[src/sv/bdc_pkg.sv]
// ----------------------------------------------------------------------------
// bdc_pkg
// Shared types and constants of the block deframer with CRC-32 check.
// ----------------------------------------------------------------------------
package bdc_pkg;

  localparam logic [31:0] CRC_POLY = 32'hEDB88320;
  localparam logic [31:0] CRC_INIT = 32'hFFFFFFFF;

  // Depth of the command queue between front and back
  localparam int CMD_DEPTH = 4;
  localparam int CMD_AW    = $clog2(CMD_DEPTH);
  localparam int CMD_CW    = $clog2(CMD_DEPTH + 1);

  typedef enum logic [2:0] {
    PH_NAME  = 3'd0,
    PH_MAX   = 3'd1,
    PH_BNUM  = 3'd2,
    PH_BSIZE = 3'd3,
    PH_DATA  = 3'd4,
    PH_CRC   = 3'd5,
    PH_DONE  = 3'd6
  } phase_t;

  typedef enum logic [1:0] {
    KIND_NAME    = 2'd0,
    KIND_DATA    = 2'd1,
    KIND_VERDICT = 2'd2,
    KIND_END     = 2'd3
  } kind_t;

  typedef enum logic [1:0] {
    VERD_OK       = 2'd0,
    VERD_CRC_ERR  = 2'd1,
    VERD_OVERSIZE = 2'd2
  } verdict_t;

  // Command from the parser to the checker
  typedef struct packed {
    kind_t       kind;
    logic [7:0]  data;
    logic        first;
    logic        oversize;
    logic [31:0] index;
    logic [31:0] length;
    logic [31:0] rx_crc;
  } cmd_t;

  // Finished result word
  typedef struct packed {
    kind_t       kind;
    logic [7:0]  payload;
    logic [31:0] index;
    logic [31:0] length;
    verdict_t    verdict;
    logic [31:0] crc;
  } res_t;

  // One reflected CRC-32 byte update, eight shift steps
  function automatic logic [31:0] crc_byte(input logic [31:0] crc, input logic [7:0] b);
    logic [31:0] c;
    c = crc ^ {24'd0, b};
    for (int i = 0; i < 8; i++) begin
      c = c[0] ? ((c >> 1) ^ CRC_POLY) : (c >> 1);
    end
    return c;
  endfunction

endpackage

[src/sv/bdc_front.sv]
// ----------------------------------------------------------------------------
// bdc_front
// Stream parser: walks header, block fields and data, and issues one
// command word for each byte that causes a result.
// ----------------------------------------------------------------------------
module bdc_front #(
  parameter int NAME_BYTES = 256
) (
  input  logic          clk,
  input  logic          rst_n,
  input  logic          accept,
  input  logic [7:0]    rx_byte,
  output logic          cmd_wr,
  output bdc_pkg::cmd_t cmd
);
  import bdc_pkg::*;

  localparam logic [31:0] NAME_LAST = 32'(NAME_BYTES - 1);

  phase_t      phase_r, phase_nxt;
  logic [31:0] count_r, count_nxt;
  logic [31:0] max_r, max_nxt;
  logic [31:0] idx_r, idx_nxt;
  logic [31:0] len_r, len_nxt;
  logic [31:0] rxcrc_r, rxcrc_nxt;
  logic        last4;
  logic [32:0] count_inc;

  assign last4     = (count_r == 32'd3);
  assign count_inc = {1'b0, count_r} + 33'd1;

  // Hold parser state
  always_ff @(posedge clk) begin
    if (!rst_n) begin
      phase_r <= PH_NAME;
      count_r <= '0;
      max_r   <= '0;
      idx_r   <= '0;
      len_r   <= '0;
      rxcrc_r <= '0;
    end else begin
      phase_r <= phase_nxt;
      count_r <= count_nxt;
      max_r   <= max_nxt;
      idx_r   <= idx_nxt;
      len_r   <= len_nxt;
      rxcrc_r <= rxcrc_nxt;
    end
  end

  // Advance through the stream and classify each byte
  always_comb begin
    phase_nxt    = phase_r;
    count_nxt    = count_r;
    max_nxt      = max_r;
    idx_nxt      = idx_r;
    len_nxt      = len_r;
    rxcrc_nxt    = rxcrc_r;
    cmd_wr       = 1'b0;
    cmd.kind     = KIND_NAME;
    cmd.data     = rx_byte;
    cmd.first    = 1'b0;
    cmd.oversize = 1'b0;
    cmd.index    = idx_r;
    cmd.length   = len_r;
    cmd.rx_crc   = rxcrc_r;
    if (accept) begin
      case (phase_r)
        PH_NAME: begin
          cmd_wr   = 1'b1;
          cmd.kind = KIND_NAME;
          if (count_r == NAME_LAST) begin
            count_nxt = '0;
            phase_nxt = PH_MAX;
          end else begin
            count_nxt = count_inc[31:0];
          end
        end
        PH_MAX: begin
          max_nxt = {rx_byte, max_r[31:8]};
          if (last4) begin
            count_nxt = '0;
            phase_nxt = PH_BNUM;
          end else begin
            count_nxt = count_inc[31:0];
          end
        end
        PH_BNUM: begin
          idx_nxt = {rx_byte, idx_r[31:8]};
          if (last4) begin
            count_nxt = '0;
            phase_nxt = PH_BSIZE;
          end else begin
            count_nxt = count_inc[31:0];
          end
        end
        PH_BSIZE: begin
          len_nxt = {rx_byte, len_r[31:8]};
          if (last4) begin
            count_nxt = '0;
            if (len_nxt == 32'd0) begin
              phase_nxt  = PH_DONE;
              cmd_wr     = 1'b1;
              cmd.kind   = KIND_END;
              cmd.length = '0;
            end else begin
              phase_nxt = PH_DATA;
            end
          end else begin
            count_nxt = count_inc[31:0];
          end
        end
        PH_DATA: begin
          cmd_wr    = 1'b1;
          cmd.kind  = KIND_DATA;
          cmd.first = (count_r == 32'd0);
          if (count_inc >= {1'b0, len_r}) begin
            count_nxt = '0;
            phase_nxt = PH_CRC;
          end else begin
            count_nxt = count_inc[31:0];
          end
        end
        PH_CRC: begin
          rxcrc_nxt = {rx_byte, rxcrc_r[31:8]};
          if (last4) begin
            count_nxt    = '0;
            phase_nxt    = PH_BNUM;
            cmd_wr       = 1'b1;
            cmd.kind     = KIND_VERDICT;
            cmd.oversize = (len_r > max_r);
            cmd.rx_crc   = rxcrc_nxt;
          end else begin
            count_nxt = count_inc[31:0];
          end
        end
        default: begin
          // ended: drop every byte
        end
      endcase
    end
  end

endmodule

[src/sv/bdc_cmd_fifo.sv]
// ----------------------------------------------------------------------------
// bdc_cmd_fifo
// Short command queue that decouples the parser from the checker.
// ----------------------------------------------------------------------------
module bdc_cmd_fifo (
  input  logic                      clk,
  input  logic                      rst_n,
  input  logic                      wr,
  input  bdc_pkg::cmd_t             wr_data,
  input  logic                      rd,
  output bdc_pkg::cmd_t             rd_data,
  output logic                      full,
  output logic                      empty,
  output logic [bdc_pkg::CMD_CW-1:0] count
);
  import bdc_pkg::*;

  cmd_t              mem_r [CMD_DEPTH];
  logic [CMD_AW-1:0] wp_r, wp_nxt;
  logic [CMD_AW-1:0] rp_r, rp_nxt;
  logic [CMD_CW-1:0] cnt_r, cnt_nxt;
  logic              do_wr, do_rd;

  assign full    = (cnt_r == CMD_CW'(CMD_DEPTH));
  assign empty   = (cnt_r == '0);
  assign count   = cnt_r;
  assign rd_data = mem_r[rp_r];
  assign do_wr   = wr && !full;
  assign do_rd   = rd && !empty;

  // Advance pointers and fill count
  always_comb begin
    wp_nxt  = wp_r;
    rp_nxt  = rp_r;
    cnt_nxt = cnt_r;
    if (do_wr) begin
      wp_nxt = (wp_r == CMD_AW'(CMD_DEPTH - 1)) ? '0 : wp_r + 1'b1;
    end
    if (do_rd) begin
      rp_nxt = (rp_r == CMD_AW'(CMD_DEPTH - 1)) ? '0 : rp_r + 1'b1;
    end
    if (do_wr && !do_rd) begin
      cnt_nxt = cnt_r + 1'b1;
    end else if (!do_wr && do_rd) begin
      cnt_nxt = cnt_r - 1'b1;
    end
  end

  always_ff @(posedge clk) begin
    if (!rst_n) begin
      wp_r  <= '0;
      rp_r  <= '0;
      cnt_r <= '0;
    end else begin
      wp_r  <= wp_nxt;
      rp_r  <= rp_nxt;
      cnt_r <= cnt_nxt;
    end
  end

  // Store the incoming word
  always_ff @(posedge clk) begin
    if (do_wr) begin
      mem_r[wp_r] <= wr_data;
    end
  end

endmodule

[src/sv/bdc_back.sv]
// ----------------------------------------------------------------------------
// bdc_back
// Checker: runs the CRC over data commands, forms verdicts and holds the
// finished result word in the output register.
// ----------------------------------------------------------------------------
module bdc_back (
  input  logic          clk,
  input  logic          rst_n,
  input  bdc_pkg::cmd_t cmd,
  input  logic          cmd_avail,
  output logic          cmd_rd,
  input  logic          res_pop,
  output logic          res_valid,
  output bdc_pkg::res_t res
);
  import bdc_pkg::*;

  logic [31:0] crc_r, crc_nxt;
  logic        valid_r, valid_nxt;
  res_t        res_r, res_nxt;
  logic [31:0] fin;

  assign cmd_rd    = cmd_avail && (!valid_r || res_pop);
  assign res_valid = valid_r;
  assign res       = res_r;
  assign fin       = ~crc_r;

  // Execute one command into the output register
  always_comb begin
    crc_nxt         = crc_r;
    res_nxt         = res_r;
    valid_nxt       = valid_r && !res_pop;
    if (cmd_rd) begin
      valid_nxt       = 1'b1;
      res_nxt.kind    = cmd.kind;
      res_nxt.payload = 8'd0;
      res_nxt.index   = cmd.index;
      res_nxt.length  = cmd.length;
      res_nxt.verdict = VERD_OK;
      res_nxt.crc     = '0;
      case (cmd.kind)
        KIND_NAME: begin
          res_nxt.payload = cmd.data;
        end
        KIND_DATA: begin
          res_nxt.payload = cmd.data;
          crc_nxt = crc_byte(cmd.first ? CRC_INIT : crc_r, cmd.data);
        end
        KIND_VERDICT: begin
          res_nxt.crc = fin;
          if (cmd.oversize) begin
            res_nxt.verdict = VERD_OVERSIZE;
          end else if (fin == cmd.rx_crc) begin
            res_nxt.verdict = VERD_OK;
          end else begin
            res_nxt.verdict = VERD_CRC_ERR;
          end
        end
        default: begin
          // end of transfer carries only the block number
        end
      endcase
    end
  end

  always_ff @(posedge clk) begin
    if (!rst_n) begin
      valid_r <= 1'b0;
      crc_r   <= CRC_INIT;
    end else begin
      valid_r <= valid_nxt;
      crc_r   <= crc_nxt;
    end
  end

  always_ff @(posedge clk) begin
    res_r <= res_nxt;
  end

endmodule

[src/sv/block_deframer_crc32_check_unit.sv]
// ----------------------------------------------------------------------------
// block_deframer_crc32_check_unit
// Receive deframer: forwards name and block data bytes, checks each block
// with a reflected CRC-32 and reports a verdict per block.
// ----------------------------------------------------------------------------
// The unit takes one byte per clock and gives at most one result word per
// byte, so it sustains one byte per cycle as long as results are popped. A
// byte is parsed in its accept cycle, passes a four-word command queue and is
// finished by the CRC stage into the output register, which drives the out_
// ports. in_full rises only when the command queue is full, which happens
// after five results wait unpopped: one in the output register and four in
// the queue. The CRC update of one byte per cycle sets the rate.
module block_deframer_crc32_check_unit #(
  parameter int NAME_BYTES = 256
) (
  input  logic        clk,
  input  logic        rst_n,
  input  logic        in_push,
  output logic        in_full,
  input  logic [7:0]  in_rx_byte,
  output logic        out_empty,
  input  logic        out_pop,
  output logic [1:0]  out_item_kind,
  output logic [7:0]  out_payload_byte,
  output logic [31:0] out_block_index,
  output logic [31:0] out_block_length,
  output logic [1:0]  out_verdict,
  output logic [31:0] out_computed_crc
);
  import bdc_pkg::*;

  logic              accept;
  logic              cmd_wr;
  cmd_t              cmd_in;
  cmd_t              cmd_out;
  logic              q_full, q_empty;
  logic [CMD_CW-1:0] q_count;
  logic              cmd_rd;
  logic              res_valid;
  res_t              res;

  assign accept = in_push && !q_full;
  assign in_full = q_full;

  // Parse incoming bytes
  bdc_front #(.NAME_BYTES(NAME_BYTES)) u_front (
    .clk     (clk),
    .rst_n   (rst_n),
    .accept  (accept),
    .rx_byte (in_rx_byte),
    .cmd_wr  (cmd_wr),
    .cmd     (cmd_in)
  );

  // Queue commands
  bdc_cmd_fifo u_fifo (
    .clk     (clk),
    .rst_n   (rst_n),
    .wr      (cmd_wr),
    .wr_data (cmd_in),
    .rd      (cmd_rd),
    .rd_data (cmd_out),
    .full    (q_full),
    .empty   (q_empty),
    .count   (q_count)
  );

  // Check and emit results
  bdc_back u_back (
    .clk       (clk),
    .rst_n     (rst_n),
    .cmd       (cmd_out),
    .cmd_avail (!q_empty),
    .cmd_rd    (cmd_rd),
    .res_pop   (out_pop),
    .res_valid (res_valid),
    .res       (res)
  );

  assign out_empty        = !res_valid;
  assign out_item_kind    = res.kind;
  assign out_payload_byte = res.payload;
  assign out_block_index  = res.index;
  assign out_block_length = res.length;
  assign out_verdict      = res.verdict;
  assign out_computed_crc = res.crc;

  // Queue never overfills
  a_q_bound: assert property (@(posedge clk) disable iff (!rst_n)
    q_count <= CMD_CW'(CMD_DEPTH))
    else $error("command queue count beyond depth");

  // Checker never overwrites a result that is still waiting
  a_no_overwrite: assert property (@(posedge clk) disable iff (!rst_n)
    (res_valid && !out_pop) |-> !cmd_rd)
    else $error("result overwritten before pop");

  // Only verdict words carry a verdict or a CRC
  a_verdict_only: assert property (@(posedge clk) disable iff (!rst_n)
    (res_valid && res.kind != KIND_VERDICT) |-> (res.verdict == VERD_OK && res.crc == 32'd0))
    else $error("verdict fields set on non-verdict word");

  // Bytes accepted with a free queue always land
  a_cmd_lands: assert property (@(posedge clk) disable iff (!rst_n)
    (cmd_wr && !cmd_rd) |=> (q_count == $past(q_count) + 1'b1))
    else $error("command word lost");

endmodule
[config.mk]
export PLATFORM = sky130hd
export DESIGN_NAME = block_deframer_crc32_check_unit
export DESIGN_NICKNAME = d
export VERILOG_FILES = /design/src/sv/bdc_pkg.sv /design/src/sv/bdc_front.sv /design/src/sv/bdc_cmd_fifo.sv /design/src/sv/bdc_back.sv /design/src/sv/block_deframer_crc32_check_unit.sv
export SDC_FILE = /design/constraint.sdc
export NUM_CORES = 1
export LEC_CHECK = 0
export ABC_AREA = 1
export BUFFER_PORTS_ARGS = -buffer_cell sky130_fd_sc_hd__buf_2
export CAP_MARGIN = 20
export CORE_MARGIN = 1.5
export CORE_UTILIZATION = 34
export DETAILED_ROUTE_END_ITERATION = 12
export PLACE_DENSITY = 0.61
export SLEW_MARGIN = 0
export SYNTH_ARGS = -nofsm -noshare
export SYNTH_HDL_FRONTEND = slang
export SYNTH_HIERARCHICAL = 1
export SYNTH_SLANG_ARGS = --single-unit
[constraint.sdc]
create_clock -name clk -period 9 [get_ports clk]
set_input_delay 1.8 -clock clk [delete_from_list [all_inputs] [get_ports clk]]
set_output_delay 1.8 -clock clk [all_outputs]
set_load 0.01 [all_outputs]
==> flow_summary_export.csv <==
group,metric,value,unit
outcome,status,"completed",
floorplanning,core,93750,sq um
sta,worst_slack,4155,ps
setup_path,worstRegToRegCells,8,
min_path,holdPathStages,2,
global_routing,overflow,0,
global_routing,grt_pass1_vias,20590,
sta,finClkSkew,33.41,ps
yosys,yosys_register_bits,745,
min_path,hold_path_class,"flop to flop",
yosys,yosysSeqAreaShare,62.92,%
floorplanning,die_h,311.2,um
cts,clockBufferDepth,3,
yosys,synth_simple_gate_area_share,14.20,%
setup_path,r2r-start,"u_front/count_r[16]",
routing,drtIter0Drc,1955,
min_path,hold_path.startpoint,"u_front/rxcrc_r[0]",
yosys,syn_inst,3122,
sta,fmax,206.4,MHz
pwr,max-vdd-ir-drop,0.1920,mV
setup_path,worstSetupPathType,"input port to flop",
global_routing,grt_max_degree,114,
sta,rsz0062_at_grt,"no",
floorplanning,top_level_ports,122,
floorplanning,row_count,112,
routing,postRouteAntennaNets,0,
placed_design,gp_congestion,0.8910,
job,maxCapViolCount,0,
yosys,synth_nets,3207,
sta,holdWs,460.7,ps
cts,cts_resized,0,
yosys,synth-xor-area-share,1.817,%
cells_and_area,nFillCells,8990,
setup_path,arrival,5100,ps
cells_and_area,antenna_cells,0,
cells_and_area,drive_gt1_share,12.53,%
sta,final_max_slew_viol_count,0,
cts,cts_tree,"done",
yosys,synth_top_family_by_area,"simple AND/OR/NAND/NOR gates",
pwr,power.leakage,13.66,nW
floorplanning,fp.dieW,311.2,um
placed_design,io_buffers,121,
placed_design,post-place-ws,3525,ps
cts,cts.sinks,745,
sta,setup-violations-final,0,
placed_design,hpwlAfterDp,50270,um
yosys,synth_area,32300,sq um
yosys,synth_edf_count,540,
yosys,synth_compound_gate_area_share,12.24,%
routing,firstDrtPassIters,7,
cts,clkLatencyLatePin,650,ps
sta,fin_crit_sh,53.83,%
routing,via_per_inst,4.917,
cts,hold_buffers,0,
yosys,syn_avg_cell_area,10.34,sq um
yosys,yosysWarnings,6,
cts,cts-htree-levels,3,
cts,cts_setup_buffers,0,
setup_path,cp.required,9250,ps
sta,worstMarginPinSlew,1064,ps
routing,wl_per_cell,17.64,um
yosys,synthAdderAreaFrac,2.851,%
setup_path,cp_max_fo,80,
yosys,muxShareOfSynthArea,0,%
yosys,synth-main-ff-cell,"edfxtp_1",
cells_and_area,syn_to_final_growth,13.16,%
pwr,total_power,11.89,mW
setup_path,critPathLaunch,"in_rx_byte[4]",
floorplanning,initial_utilization,34.45,%
sta,layout_min_cycle_time,4845,ps
sta,hold_viol,0,
routing,drc_errors,0,
floorplanning,die_area,96850,sq um
pwr,powerDensity,325.4,nW/um^2
global_routing,grt_usage,15.99,%
global_routing,grt_pass1_wl,121800,um
yosys,async_reset_ff_share,0,%
setup_path,startpoint_type,"input port",
sta,tns,0,ps
cells_and_area,finalNetCount,3253,
routing,routed_wl,79160,um
sta,relSlewSlack,28.88,%
yosys,ys_types,61,
setup_path,endpoint_kind,"flop",
cts,numCtsBuffers,78,
routing,vias,22060,
cts,clk_pin_slew,60,ps
cts,cts-root-buf,"clkbuf_16",
global_routing,antenna_found_initial,3,
synth_stat cells, types with 2 or more instances:
library cell | count | area, sq um
ha_1 | 72 | 900.9
nand2_1 | 377 | 1415
a211oi_1 | 2 | 15.01
o21ai_1 | 60 | 300.3
clkbuf_1 | 120 | 450.4
nand3_1 | 59 | 295.3
edfxtp_1 | 540 | 16220
nand3_2 | 3 | 30.03
buf_6 | 17 | 191.4
a21o_1 | 2 | 15.01
buf_12 | 4 | 80.08
nand2_2 | 45 | 281.5
a31oi_1 | 2 | 12.51
buf_2 | 16 | 80.08
nand3b_1 | 4 | 30.03
nor3_4 | 2 | 32.53
o211ai_1 | 7 | 52.55
nor3_2 | 5 | 50.05
nor3_1 | 24 | 120.1
or2_2 | 10 | 62.56
a21oi_1 | 175 | 875.8
dfxtp_1 | 205 | 4104
buf_1 | 5 | 18.77
nand2_4 | 3 | 33.78
xor2_1 | 37 | 324.1
xnor2_1 | 30 | 262.8
nor2_1 | 479 | 1798
o22ai_1 | 108 | 675.7
o21ai_0 | 339 | 1697
buf_4 | 13 | 97.59
nor2_4 | 5 | 56.30
or2_1 | 3 | 18.77
nor2_2 | 6 | 37.54
nor4_1 | 15 | 93.84
a21oi_2 | 30 | 262.8
inv_1 | 244 | 915.9
nand4_1 | 22 | 137.6
clkbuf_2 | 2 | 10.01
inv_2 | 8 | 30.03
routing by layer:
metal | GRT usage (%) | wire (um) | vias to the layer above | part of all wire, %
met5 | 0 | 27 | - | 0.034
met4 | 4.878 | 1914 | 4 | 2.4
met3 | 2.973 | 4698 | 127 | 5.9
met2 | 25.55 | 36680 | 601 | 46
met1 | 22.01 | 35840 | 10510 | 45
li1 | - | - | 10820 | -
per-stage QoR:
stage / area, sq um / std cells / utilization (%)
final: 36550 / 4487 / 38.98
after global placement: 33800 / 4340 / 36.05
after floorplan: 32300 / 3122 / -
after CTS: 36490 / 4485 / 38.93
after global routing: 36550 / 4487 / 38.98
after detailed placement: 33800 / 4340 / 36.05
cell usage in the layout, fill, tap and decap left out, types with 72 or more instances in the layout:
master / instances
a21oi_1: 175
clkbuf_16: 81
ha_1: 72
o21ai_0: 339
o22ai_1: 107
nor2_1: 473
dfxtp_1: 203
edfxtp_1: 540
buf_2: 120
nand2_1: 376
inv_1: 241
critical path, cell delays in order:
cell	delay, ps
buf_2	140
inv_1	170
nand2_1	110
nor3_1	360
nand4_1	170
inv_1	80
nand3_1	110
a31oi_1	270
nand2_1	340
nor2_4	910
buf_12	460
final timing paths:
check	end	slack, ps
min reg2reg	u_front/rxcrc_r[0]	460
min	u_front/rxcrc_r[0]	460
max	u_fifo/mem_r[3][60]	4150
max reg2reg	u_fifo/mem_r[3][60]	4770
cells by family (layout without fill, tap and decap cells):
logic type / after synthesis / in the layout
XOR/XNOR: 67 / 67
AND/OR/NAND/NOR: 1071 / 1071
adder cells (fa/ha/maj): 73 / 73
buffers and inverters: 435 / 546
flip-flops: 745 / 745
AO/OA/AOI/OAI: 731 / 731
layout make-up:
type | instances | area [sq um] | area share, %
Clock buffer | 105 | 2188 | 5.988
Clock inverter | 40 | 505.5 | 1.383
Tap cell | 1254 | 1569 | 4.293
Multi-Input combinational cell | 1942 | 10100 | 27.64
Timing Repair Buffer | 146 | 885.9 | 2.424
Inverter | 255 | 968.4 | 2.650
Sequential cell | 745 | 20330 | 55.62
state kept, by name, indices dropped and copies added, names as in the netlist, named ones only:
signal	cells
u_fifo/mem_r	432
u_back/res	108
u_back/crc_r	32
u_front/count_r	32
u_front/idx_r	32
u_front/len_r	32
u_front/max_r	32
u_front/rxcrc_r	32
u_fifo/count	3
u_front/phase_r	3
u_fifo/rp_r	2
u_fifo/wp_r	2
u_back/res_valid	1
power by group:
group,switching [mW],internal [mW]
clock,1.35,1.99
combinational,2.63,1.12
sequential,0.357,4.45
total,4.34,7.55
No activity file was read; power rests on OpenSTA's default activity.
